[src/design/hgcd_pkg.sv]
// Shared types, constants and tables for the haversine distance pipeline.
`default_nettype none

package hgcd_pkg;

    localparam int CORDIC_ITERATIONS = 24;
    localparam int ITERS = (CORDIC_ITERATIONS > 32) ? 32 : CORDIC_ITERATIONS;
    localparam int IDX_W = 5;

    localparam int XY_W = 34;
    localparam int Z_W  = 33;

    localparam int SQ_ROOT_W = 31;
    localparam int SQ_REM_W  = 61;
    localparam int SQ_STEPS  = 31;

    localparam logic [29:0] CORDIC_GAIN_Q30 = 30'd652032874;
    localparam logic [30:0] ONE_Q30         = 31'd1073741824;
    localparam logic [31:0] LAT_LIMIT       = 32'd377487360;
    localparam logic [31:0] LON_LIMIT       = 32'd754974720;
    localparam logic [31:0] DEG180_Q22      = 32'd754974720;
    localparam logic [31:0] DEG360_Q22      = 32'd1509949440;
    localparam logic [31:0] RAD_LO          = 32'd2010228885;
    localparam logic [2:0]  RAD_HI          = 3'd4;
    localparam logic [30:0] DIST_MAX        = 31'd1073741823;
    localparam logic [23:0] RADIUS_RESET    = 24'd6370986;

    localparam logic [29:0] ATAN_TBL [32] = '{
        30'd843314856, 30'd497837829, 30'd263043836, 30'd133525158, 30'd67021686,
        30'd33543515, 30'd16775850, 30'd8388437, 30'd4194282, 30'd2097149,
        30'd1048575, 30'd524287, 30'd262143, 30'd131071, 30'd65535, 30'd32767,
        30'd16383, 30'd8191, 30'd4095, 30'd2047, 30'd1023, 30'd511, 30'd255,
        30'd127, 30'd63, 30'd31, 30'd15, 30'd8, 30'd4, 30'd2, 30'd1, 30'd0
    };

    typedef struct packed {
        logic signed [XY_W-1:0] x;
        logic signed [XY_W-1:0] y;
        logic signed [Z_W-1:0]  z;
    } cordic_t;

    typedef struct packed {
        logic [SQ_REM_W-1:0]  rem;
        logic [SQ_ROOT_W-1:0] root;
    } sqrt_t;

endpackage

`default_nettype wire

[src/design/hgcd_sqrt_cell.sv]
// One registered digit step of a restoring integer square root.
`default_nettype none

module hgcd_sqrt_cell
    import hgcd_pkg::*;
(
    input  wire logic             clk,
    input  wire logic             en,
    input  wire logic [IDX_W-1:0] bit_pos,
    input  wire sqrt_t            din,
    output sqrt_t                 dout
);

    sqrt_t       cell_reg;
    sqrt_t       cell_next;
    logic [61:0] cand;

    always_comb
    begin
        // (2*root + 2^k) * 2^k against the running remainder
        cand = (62'(din.root) << (bit_pos + 5'd1)) + (62'd1 << {bit_pos, 1'b0});
        cell_next = din;
        if (62'(din.rem) >= cand)
        begin
            cell_next.rem  = din.rem - cand[SQ_REM_W-1:0];
            cell_next.root = din.root | (SQ_ROOT_W'(1) << bit_pos);
        end
    end

    always_ff @(posedge clk)
    begin
        if (en)
        begin
            cell_reg <= cell_next;
        end
    end

    assign dout = cell_reg;

endmodule

`default_nettype wire

[config.mk]
export PLATFORM = sky130hd
export DESIGN_NAME = hgcd_sqrt_cell
export DESIGN_NICKNAME = d
export VERILOG_FILES = /design/src/design/hgcd_pkg.sv /design/src/design/hgcd_sqrt_cell.sv
export SDC_FILE = /design/constraint.sdc
export NUM_CORES = 1
export LEC_CHECK = 0
export BUFFER_PORTS_ARGS = -buffer_cell sky130_fd_sc_hd__buf_4
export CORE_MARGIN = 8
export CORE_UTILIZATION = 54
export CTS_CLUSTER_DIAMETER = 100
export DETAILED_ROUTE_END_ITERATION = 8
export GPL_TIMING_DRIVEN = 0
export PLACE_DENSITY_LB_ADDON = 0.2
export SLEW_MARGIN = 40
export SYNTH_ARGS = -nofsm -noshare
export SYNTH_HDL_FRONTEND = slang
export SYNTH_SLANG_ARGS = --single-unit
export TNS_END_PERCENT = 1
[constraint.sdc]
create_clock -name clk -period 8.6 [get_ports clk]
set_clock_uncertainty 0.05 [all_clocks]
set_input_delay 0 -clock clk [delete_from_list [all_inputs] [get_ports clk]]
set_output_delay 0 -clock clk [all_outputs]
set_load 0.1 [all_outputs]
==> flow_metrics.env <==
export IMPL_diodes=0
export IMPL_synth_edf_count=92
export IMPL_timing_critical_path_from="bit_pos[0]"
export IMPL_setup_tns_ps=0
export IMPL_syn_inst=1388
export IMPL_cp_required_ps=8660
export IMPL_vias_per_cell=6.12
export IMPL_p_total_uw=3150
export IMPL_ys_warn_count=0
export IMPL_drtAntennaViolNets=0
export IMPL_p_leak_uw=0.00673
export IMPL_avgRoutedWirePerCell_um=21.7
export IMPL_cp_slowest_cell="mux4_2"
export IMPL_clk_pin_slew_worst_paths_ps=70
export IMPL_path_class="in2reg"
export IMPL_peakVddDrop_mv=0.121
export IMPL_grtUsageMet3=0.0491
export IMPL_hp_class="in2reg"
export IMPL_fp_dieW_um=167
export IMPL_drv_cap=0
export IMPL_port_buffers=188
export IMPL_final_util=0.697
export IMPL_worst_path_buf_inv=9
export IMPL_crit_arrival_ps=8310
export IMPL_grt_use_met2=0.478
export IMPL_cpLargestDelayFamily="compound AO/OA/AOI/OAI gates"
export IMPL_outcome="complete, no violations"
export IMPL_yosysSeqAreaShare=0.223
export IMPL_n_fill_cell=1805
export IMPL_clock_sinks=92
export IMPL_relSlewSlack=0.477
export IMPL_rsz0062_at_grt="false"
export IMPL_grt_overflow=0
export IMPL_routabilityCongestion=0.955
export IMPL_critPathCaptureType="flip-flop"
export IMPL_grt_max_degree=93
export IMPL_whs_ps=5.63
export IMPL_htreeDepth=3
export IMPL_grt_use_total=0.295
export IMPL_nets=1888
export IMPL_initial_core_util=0.549
export IMPL_grt_pass1_wl_um=66500
export IMPL_ys_ff_latch=92
export IMPL_fin_crit_sh=0.959
export IMPL_slew_violations=0
export IMPL_boundaryPins=191
export IMPL_final_cell_mix="buf_4, nand2_1, nor2_1"
export IMPL_route_detailed_drc=0
export IMPL_cts_tree="done"
export IMPL_drive_gt1_frac=0.248
export IMPL_coreArea_um2=22600
export IMPL_finalSetupViolCount=0
export IMPL_finalHoldViolCount=0
export IMPL_cp_max_fo=20
export IMPL_cts_root_buf="clkbuf_16"
export IMPL_critPathMaxStageDelay_ps=580
export IMPL_min_period_ps=8250
export IMPL_grt_pass1_vias=12013
export IMPL_syn_area_um2=12400
export IMPL_dr_pass1_iters=7
export IMPL_worstMarginPinSlew_ps=784
export IMPL_dp_hpwl_um=33600
export IMPL_die_area_um2=28000
export IMPL_drt_wl_total_um=43000
export IMPL_max_freq_mhz=121
export IMPL_cts_made_buffers=9
export IMPL_antenna_found_initial=0
export IMPL_grtUsageMet1=0.392
export IMPL_ys_types=97
export IMPL_ys_flop_type="edfxtp_1"
export IMPL_die_height_um=167
export IMPL_busiest_layer="met2"
export IMPL_crit_path_start_kind="input port"
export IMPL_final_common_cell="buf_4"
export IMPL_num_rows=55
export IMPL_area_growth_pct=27.1
export IMPL_async_flop_share=0
export IMPL_first_iter_violations=1055
export IMPL_avgSynthCellArea_um2=8.92
export IMPL_hold_start="din[31]"
export IMPL_largest_reg_flops=92
export IMPL_vias=12126
export IMPL_powerDensity_nw_per_um2=200
export IMPL_whs_path_depth=3
export IMPL_syn_num_nets=1586
export IMPL_whs_endpoint="dout[31]"
export IMPL_clock_path_buffers=2
## area by class of cell
cell class	instances	area, um2	share of cell area
plain buffers	53	420	0.0267
flip-flops and latches	92	2760	0.176
clock inverters	5	61.3	0.00390
clock buffers	11	233	0.0148
repair buffers	297	2480	0.158
multi-input cells	1195	9270	0.589
inverters	42	158	0.0100
well taps	285	357	0.0227
## report_power, final
| part | total [uW] | switching (uW) | internal, uW | leakage, uW |
|---|---|---|---|---|
| Combinational | 2090 | 1350 | 737 | 0.00570 |
| Clock | 427 | 200 | 227 | 0.000132 |
| Sequential | 632 | 24.9 | 607 | 0.000901 |
| Total | 3150 | 1570 | 1570 | 0.00673 |
## repair_timing
item | 4_1_cts | 5_1_grt
hold buffers | 91 | 0
endpoints found under the hold margin | 91 | 0
pin swaps | 8 | 15
cloned | 0 | 1
gates resized for setup | 31 | 33
buffers inserted | 9 | 8
endpoints found under the setup margin | 92 | 92
## routing by layer
metal | up-vias | wire, um
li1 | 5779 | -
met2 | 473 | 19500
met1 | 5804 | 19400
met4 | 0 | 1360
met3 | 70 | 2840
met5 | - | 0
## synth_stat cells (5+ instances only)
master,instances,share of area
o211ai_1,5,0.0030
nand4_1,9,0.0045
o21bai_1,23,0.014
mux2i_1,43,0.035
nor3_1,18,0.0073
and3_1,13,0.0066
a21o_1,70,0.042
nand2_1,128,0.039
o21ai_0,56,0.023
edfxtp_1,92,0.22
mux2_4,48,0.058
xnor2_1,75,0.053
inv_1,41,0.012
nand2b_1,19,0.0096
a41oi_1,7,0.0050
buf_12,5,0.0081
mux4_2,14,0.025
mux2_2,32,0.029
ha_1,98,0.099
o22ai_1,15,0.0076
and2_1,20,0.010
xor2_1,39,0.028
nor2b_1,20,0.010
o31ai_1,5,0.0030
o21a_1,12,0.0073
or2_2,9,0.0045
nor2_1,130,0.039
buf_4,9,0.0055
buf_2,10,0.0040
a31oi_1,22,0.011
a21oi_1,114,0.046
buf_6,7,0.0064
nor3b_1,6,0.0036
a211oi_1,7,0.0042
a31o_2,5,0.0035
nand3_1,32,0.013
clkbuf_1,22,0.0067
## kinds of logic (layout without fill, tap and decap cells)
kind of cell,count (synthesis),count (layout),share of synthesized area
buffers and inverters,101,408,0.0470
AND/OR/NAND/NOR,423,423,0.161
XOR/XNOR,117,117,0.0855
adder cells (fa/ha/maj),99,99,0.101
flip-flops,92,92,0.223
AO/OA/AOI/OAI,413,413,0.227
multiplexers,143,143,0.156
## metrics by stage
| stage | instance area (um2) | cells | worst slack, ps |
|---|---|---|---|
| after floorplan | 12400 | 1388 | 335 |
| after global placement | 14200 | 1861 | -1800 |
| after detailed placement | 14200 | 1861 | -1800 |
| after CTS | 15600 | 1977 | 9.12 |
| after global routing | 15700 | 1980 | 31.0 |
| final | 15700 | 1980 | 353 |
## worst max path at each step
stage                    end  slack [ps]  cells past startpoint
CTS                 dout[84]           9                     39
finish              dout[85]         350                     38
global placement    dout[90]       -1800                     39
global route        dout[87]          30                     38
floorplan           dout[43]         330                     41
detailed placement  dout[83]       -1800                     43
(Power assumes the default switching activity.)
