===== config.mk =====
export PLATFORM = sky130hd
export DESIGN_NAME = hgcd_cordic_cell
export DESIGN_NICKNAME = d
export VERILOG_FILES = /design/src/design/hgcd_pkg.sv /design/src/design/hgcd_cordic_cell.sv
export SDC_FILE = /design/constraint.sdc
export NUM_CORES = 1
export LEC_CHECK = 0
export BUFFER_PORTS_ARGS = -buffer_cell sky130_fd_sc_hd__buf_2
export CORE_UTILIZATION = 50
export DETAILED_ROUTE_END_ITERATION = 12
export PLACE_DENSITY_LB_ADDON = 0.25
export SYNTH_ARGS = -nofsm -noshare
export SYNTH_HDL_FRONTEND = slang
export SYNTH_SLANG_ARGS = --single-unit

===== constraint.sdc =====
create_clock -name clk -period 14.5 [get_ports clk]
set_input_delay 2.9 -clock clk [delete_from_list [all_inputs] [get_ports clk]]
set_output_delay 2.9 -clock clk [all_outputs]
set_load 0.05 [all_outputs]

===== src/design/hgcd_pkg.sv =====
// Shared types, constants and tables for the haversine distance pipeline.
`default_nettype none

package hgcd_pkg;

    localparam int CORDIC_ITERATIONS = 24;
    localparam int ITERS = (CORDIC_ITERATIONS > 32) ? 32 : CORDIC_ITERATIONS;
    localparam int IDX_W = 5;

    localparam int XY_W = 34;
    localparam int Z_W  = 33;

    localparam int SQ_ROOT_W = 31;
    localparam int SQ_REM_W  = 61;
    localparam int SQ_STEPS  = 31;

    localparam logic [29:0] CORDIC_GAIN_Q30 = 30'd652032874;
    localparam logic [30:0] ONE_Q30         = 31'd1073741824;
    localparam logic [31:0] LAT_LIMIT       = 32'd377487360;
    localparam logic [31:0] LON_LIMIT       = 32'd754974720;
    localparam logic [31:0] DEG180_Q22      = 32'd754974720;
    localparam logic [31:0] DEG360_Q22      = 32'd1509949440;
    localparam logic [31:0] RAD_LO          = 32'd2010228885;
    localparam logic [2:0]  RAD_HI          = 3'd4;
    localparam logic [30:0] DIST_MAX        = 31'd1073741823;
    localparam logic [23:0] RADIUS_RESET    = 24'd6370986;

    localparam logic [29:0] ATAN_TBL [32] = '{
        30'd843314856, 30'd497837829, 30'd263043836, 30'd133525158, 30'd67021686,
        30'd33543515, 30'd16775850, 30'd8388437, 30'd4194282, 30'd2097149,
        30'd1048575, 30'd524287, 30'd262143, 30'd131071, 30'd65535, 30'd32767,
        30'd16383, 30'd8191, 30'd4095, 30'd2047, 30'd1023, 30'd511, 30'd255,
        30'd127, 30'd63, 30'd31, 30'd15, 30'd8, 30'd4, 30'd2, 30'd1, 30'd0
    };

    typedef struct packed {
        logic signed [XY_W-1:0] x;
        logic signed [XY_W-1:0] y;
        logic signed [Z_W-1:0]  z;
    } cordic_t;

    typedef struct packed {
        logic [SQ_REM_W-1:0]  rem;
        logic [SQ_ROOT_W-1:0] root;
    } sqrt_t;

endpackage

`default_nettype wire


===== src/design/hgcd_cordic_cell.sv =====
// One registered CORDIC micro-rotation, rotation or vectoring mode.
`default_nettype none

module hgcd_cordic_cell
    import hgcd_pkg::*;
(
    input  wire logic             clk,
    input  wire logic             en,
    input  wire logic             vec_mode,
    input  wire logic [IDX_W-1:0] iter,
    input  wire cordic_t          din,
    output cordic_t               dout
);

    cordic_t                cell_reg;
    cordic_t                cell_next;
    logic signed [XY_W-1:0] dx;
    logic signed [XY_W-1:0] dy;
    logic signed [Z_W-1:0]  da;
    logic                   ccw;

    always_comb
    begin
        dx  = din.y >>> iter;
        dy  = din.x >>> iter;
        da  = signed'({3'b000, ATAN_TBL[iter]});
        // rotation steers on the residual angle, vectoring on the sign of y
        ccw = vec_mode ? din.y[XY_W-1] : ~din.z[Z_W-1];
        if (ccw)
        begin
            cell_next.x = din.x - dx;
            cell_next.y = din.y + dy;
            cell_next.z = din.z - da;
        end
        else
        begin
            cell_next.x = din.x + dx;
            cell_next.y = din.y - dy;
            cell_next.z = din.z + da;
        end
    end

    always_ff @(posedge clk)
    begin
        if (en)
        begin
            cell_reg <= cell_next;
        end
    end

    assign dout = cell_reg;

endmodule

`default_nettype wire


==> summary.txt <==
RSZ-0062 raised after global routing: false
Post-synthesis cell area: 0.0153 sq mm
Crit path top cell by count: o21ai_0
Tcrit/Tclk final: 65.5%
Routed Wire Length: 55000 um
Number of enable flip-flop cells after synthesis: 101
Pin count of the biggest net entering global routing: 63
Async SR Flop Fraction: 0%
Initial antenna violation count: 0
# port buffers: 209
Clock power frac: 12.0%
Critical path fanouts, max: 42
Comb pwr share: 64.3%
Core area: 0.0299 sq mm
Outcome: completed
Synthesis warning total: 0
Switching share of total power: 50.3%
Avg Inst Size Synth: 8.78 sq um
Global-route wire length before repair: 83200 um
1st-iter DRT viols: 1666
Wire per inst: 24.2 um
H-tree depth: 3
Sequential power share: 23.7%
DR DRC count: 0
Least-Margin Pin Slew: 1.22 ns
Slew HR: 18.6%
Peak VDD IR: 65.3 uV
P_sw: 0.000996 W
Post-cts sizing count: 0
Yosys cell types: 94
GRT overflow: 0
Routed Antenna Nets: 0
Via count: 15400
Share of layout cells above drive strength 1: 20.1%
Final setup fails: 0
Leak Pwr: 6.93 nW
Area occupied by multi-input gates: 0.0116 sq mm
Routability congestion estimate: 1.05
Worst path required time: 14.62 ns
FILL cells: 2790
GRT Overall Usage: 34.9%
Crit path kind: input port to flip-flop
WP buf/inv: 3
Post-Layout Cell Count: 2276
PD cells: 118 mW/mm^2
Number of nets in the layout: 2099
Total chip power: 0.00198 W
Max Cap Viol: 0
Register area share after synthesis: 19.9%
Arrival time at the worst endpoint: 9.62 ns
Cell family with most CP delay: compound AO/OA/AOI/OAI gates
First-pass detailed-route iteration total: 6
Post-route cell area: 0.0167 sq mm
WHS Path Cells: 2
Hold-fix buffers, CTS: 0
Internal Power: 0.000986 W
CTS Buf Count: 9
Register area: 0.00303 sq mm
Max reg flops: 101
Clock-pin slew on the worst setup and hold paths: 0.07 ns
Worst path max stage delay: 0.80 ns
Clk buf depth: 2
Setup TNS: 0 ns
Fin crit period: 9.50 ns
Worst path depth: 22
Dpl cells: 2260
Startpoint class of the critical path: input port
Placed Area: 0.0165 sq mm
CTS Sinks: 101
Vias in the first global route: 14400
CTS root buffer: clkbuf_16
Hold Fails Final Rpt: 0
Postcts setup bufs: 0
Rows: 63
CTS tree: done
IO Pins: 210
Area of the die: 0.0312 sq mm
Avg Vias per Cell: 6.75
Antenna cell count: 0
DIE WIDTH: 177 um
Hold Path Class: input port to flip-flop
Post-DP HPWL: 42400 um
Area delta synth->final: 9.57%
Max Slew Vio Count: 0
Die Span Y: 177 um
Initial Utilization: 51.1%
Cell Chain, Critical Path: buf_2 -> inv_1 -> ha_1 -> o21ai_0 -> o22ai_1 -> o21ai_0 -> inv_1 -> nand3_1 -> nor3_1 -> a31oi_2 -> xnor2_1 -> ha_1 -> a2111oi_0 -> o21a_1 -> o21bai_1 -> o21ai_0 -> a211oi_1 -> o41ai_1 -> a21oi_1 -> a21o_1 -> a21oi_1 -> xnor2_1
Top_reg_cell synth: edfxtp_1
CP max stage cell: a31oi_2
FMAX: 105 MHz
#FFs+latches synth: 101
Hold_ws: 2.92 ns
Synth Net Count: 1957
Synth Instances: 1739
CP Capture Type: flip-flop
## metal layers
layer / wire length (um) / up-vias / track usage [%]
met3: 5600 / 156 / 7.37
li1: - / 6917 / -
met5: 0 / - / 0
met2: 24800 / 933 / 55.4
met4: 2430 / 0 / 15.1
met1: 22200 / 7368 / 45.5
## cells in the final DEF (no fill, tap or decap), types with 75 or more instances in the layout
master | netlist | layout
ha_1 | 106 | 106
buf_2 | 33 | 206
a21oi_1 | 149 | 148
nor2_1 | 149 | 147
xnor2_1 | 101 | 101
o21ai_0 | 100 | 100
xor2_1 | 75 | 75
edfxtp_1 | 101 | 101
mux2i_1 | 76 | 76
nand2_1 | 130 | 130
## through the flow
step                util [%]  setup slack, ns
global route            56.0             4.57
detailed placement      55.1             4.67
global placement        55.1             4.90
CTS                     56.0             5.07
floorplan                  -             6.12
finish                  56.0             5.00
## power groups by stage
stage	logic (W)	registers (W)	clock network [W]
floorplan	0.000658	0.000788	0
global placement	0.00124	0.000475	0
detailed placement	0.00125	0.000476	0
CTS	0.00126	0.000471	0.000241
global route	0.00136	0.000479	0.000249
finish	0.00128	0.000469	0.000237
## cell type report
class	count	area share, %
Inverter	50	1.12
Multi-Input combinational cell	1493	69.1
Sequential cell	101	18.1
Tap cell	390	2.92
Clock inverter	5	0.217
Clock buffer	11	1.39
Timing Repair Buffer	226	7.08
## logic make-up (layout without fill, tap and decap cells)
| family | after synthesis | after routing | share of synthesized area (%) |
|---|---|---|---|
| AOI/OAI and AO/OA | 548 | 548 | 23.8 |
| and+or+nand+nor | 472 | 472 | 15.2 |
| adders and majority gates | 109 | 109 | 9.08 |
| muxes | 188 | 188 | 17.4 |
| xor gates and xnor gates | 176 | 176 | 10.1 |
| buffers and inverters | 145 | 292 | 4.52 |
| DFF | 101 | 101 | 19.9 |
## worst paths after layout
path	endpoint	startpoint	slack, ns
setup / recovery	dout[32]	iter[1]	5.00
hold / removal	dout[33]	din[33]	2.92
## synth_stat cells, types with 6 or more instances
library cell | n | share of area, %
a21oi_1 | 149 | 4.9
nor2_1 | 149 | 3.7
nand2_1 | 130 | 3.2
ha_1 | 106 | 8.7
edfxtp_1 | 101 | 20
xnor2_1 | 101 | 5.8
o21ai_0 | 100 | 3.3
mux2i_1 | 76 | 5.0
xor2_1 | 75 | 4.3
mux4_2 | 56 | 8.3
a21o_1 | 52 | 2.6
inv_1 | 49 | 1.2
mux2_2 | 42 | 3.1
clkbuf_1 | 35 | 0.86
nand3_1 | 34 | 1.1
buf_2 | 33 | 1.1
nor3_1 | 27 | 0.89
nor2b_1 | 25 | 1.0
o22ai_1 | 24 | 0.98
a31oi_1 | 21 | 0.86
nand2b_1 | 19 | 0.78
a211oi_1 | 18 | 0.89
o211ai_1 | 18 | 0.89
a22oi_1 | 17 | 0.84
o21a_1 | 15 | 0.74
and2_1 | 13 | 0.53
and3_1 | 13 | 0.53
mux2_1 | 12 | 0.89
o21bai_1 | 12 | 0.59
a221oi_1 | 11 | 0.63
buf_6 | 11 | 0.81
buf_1 | 10 | 0.25
nand4_1 | 10 | 0.41
a221o_1 | 8 | 0.52
o21ai_1 | 8 | 0.26
nor3b_1 | 7 | 0.34
o31a_1 | 7 | 0.40
or2_2 | 7 | 0.29
a21boi_0 | 6 | 0.29
buf_4 | 6 | 0.29
o2bb2ai_1 | 6 | 0.34
or3_1 | 6 | 0.25
Power figures use the tool's default switching activity.
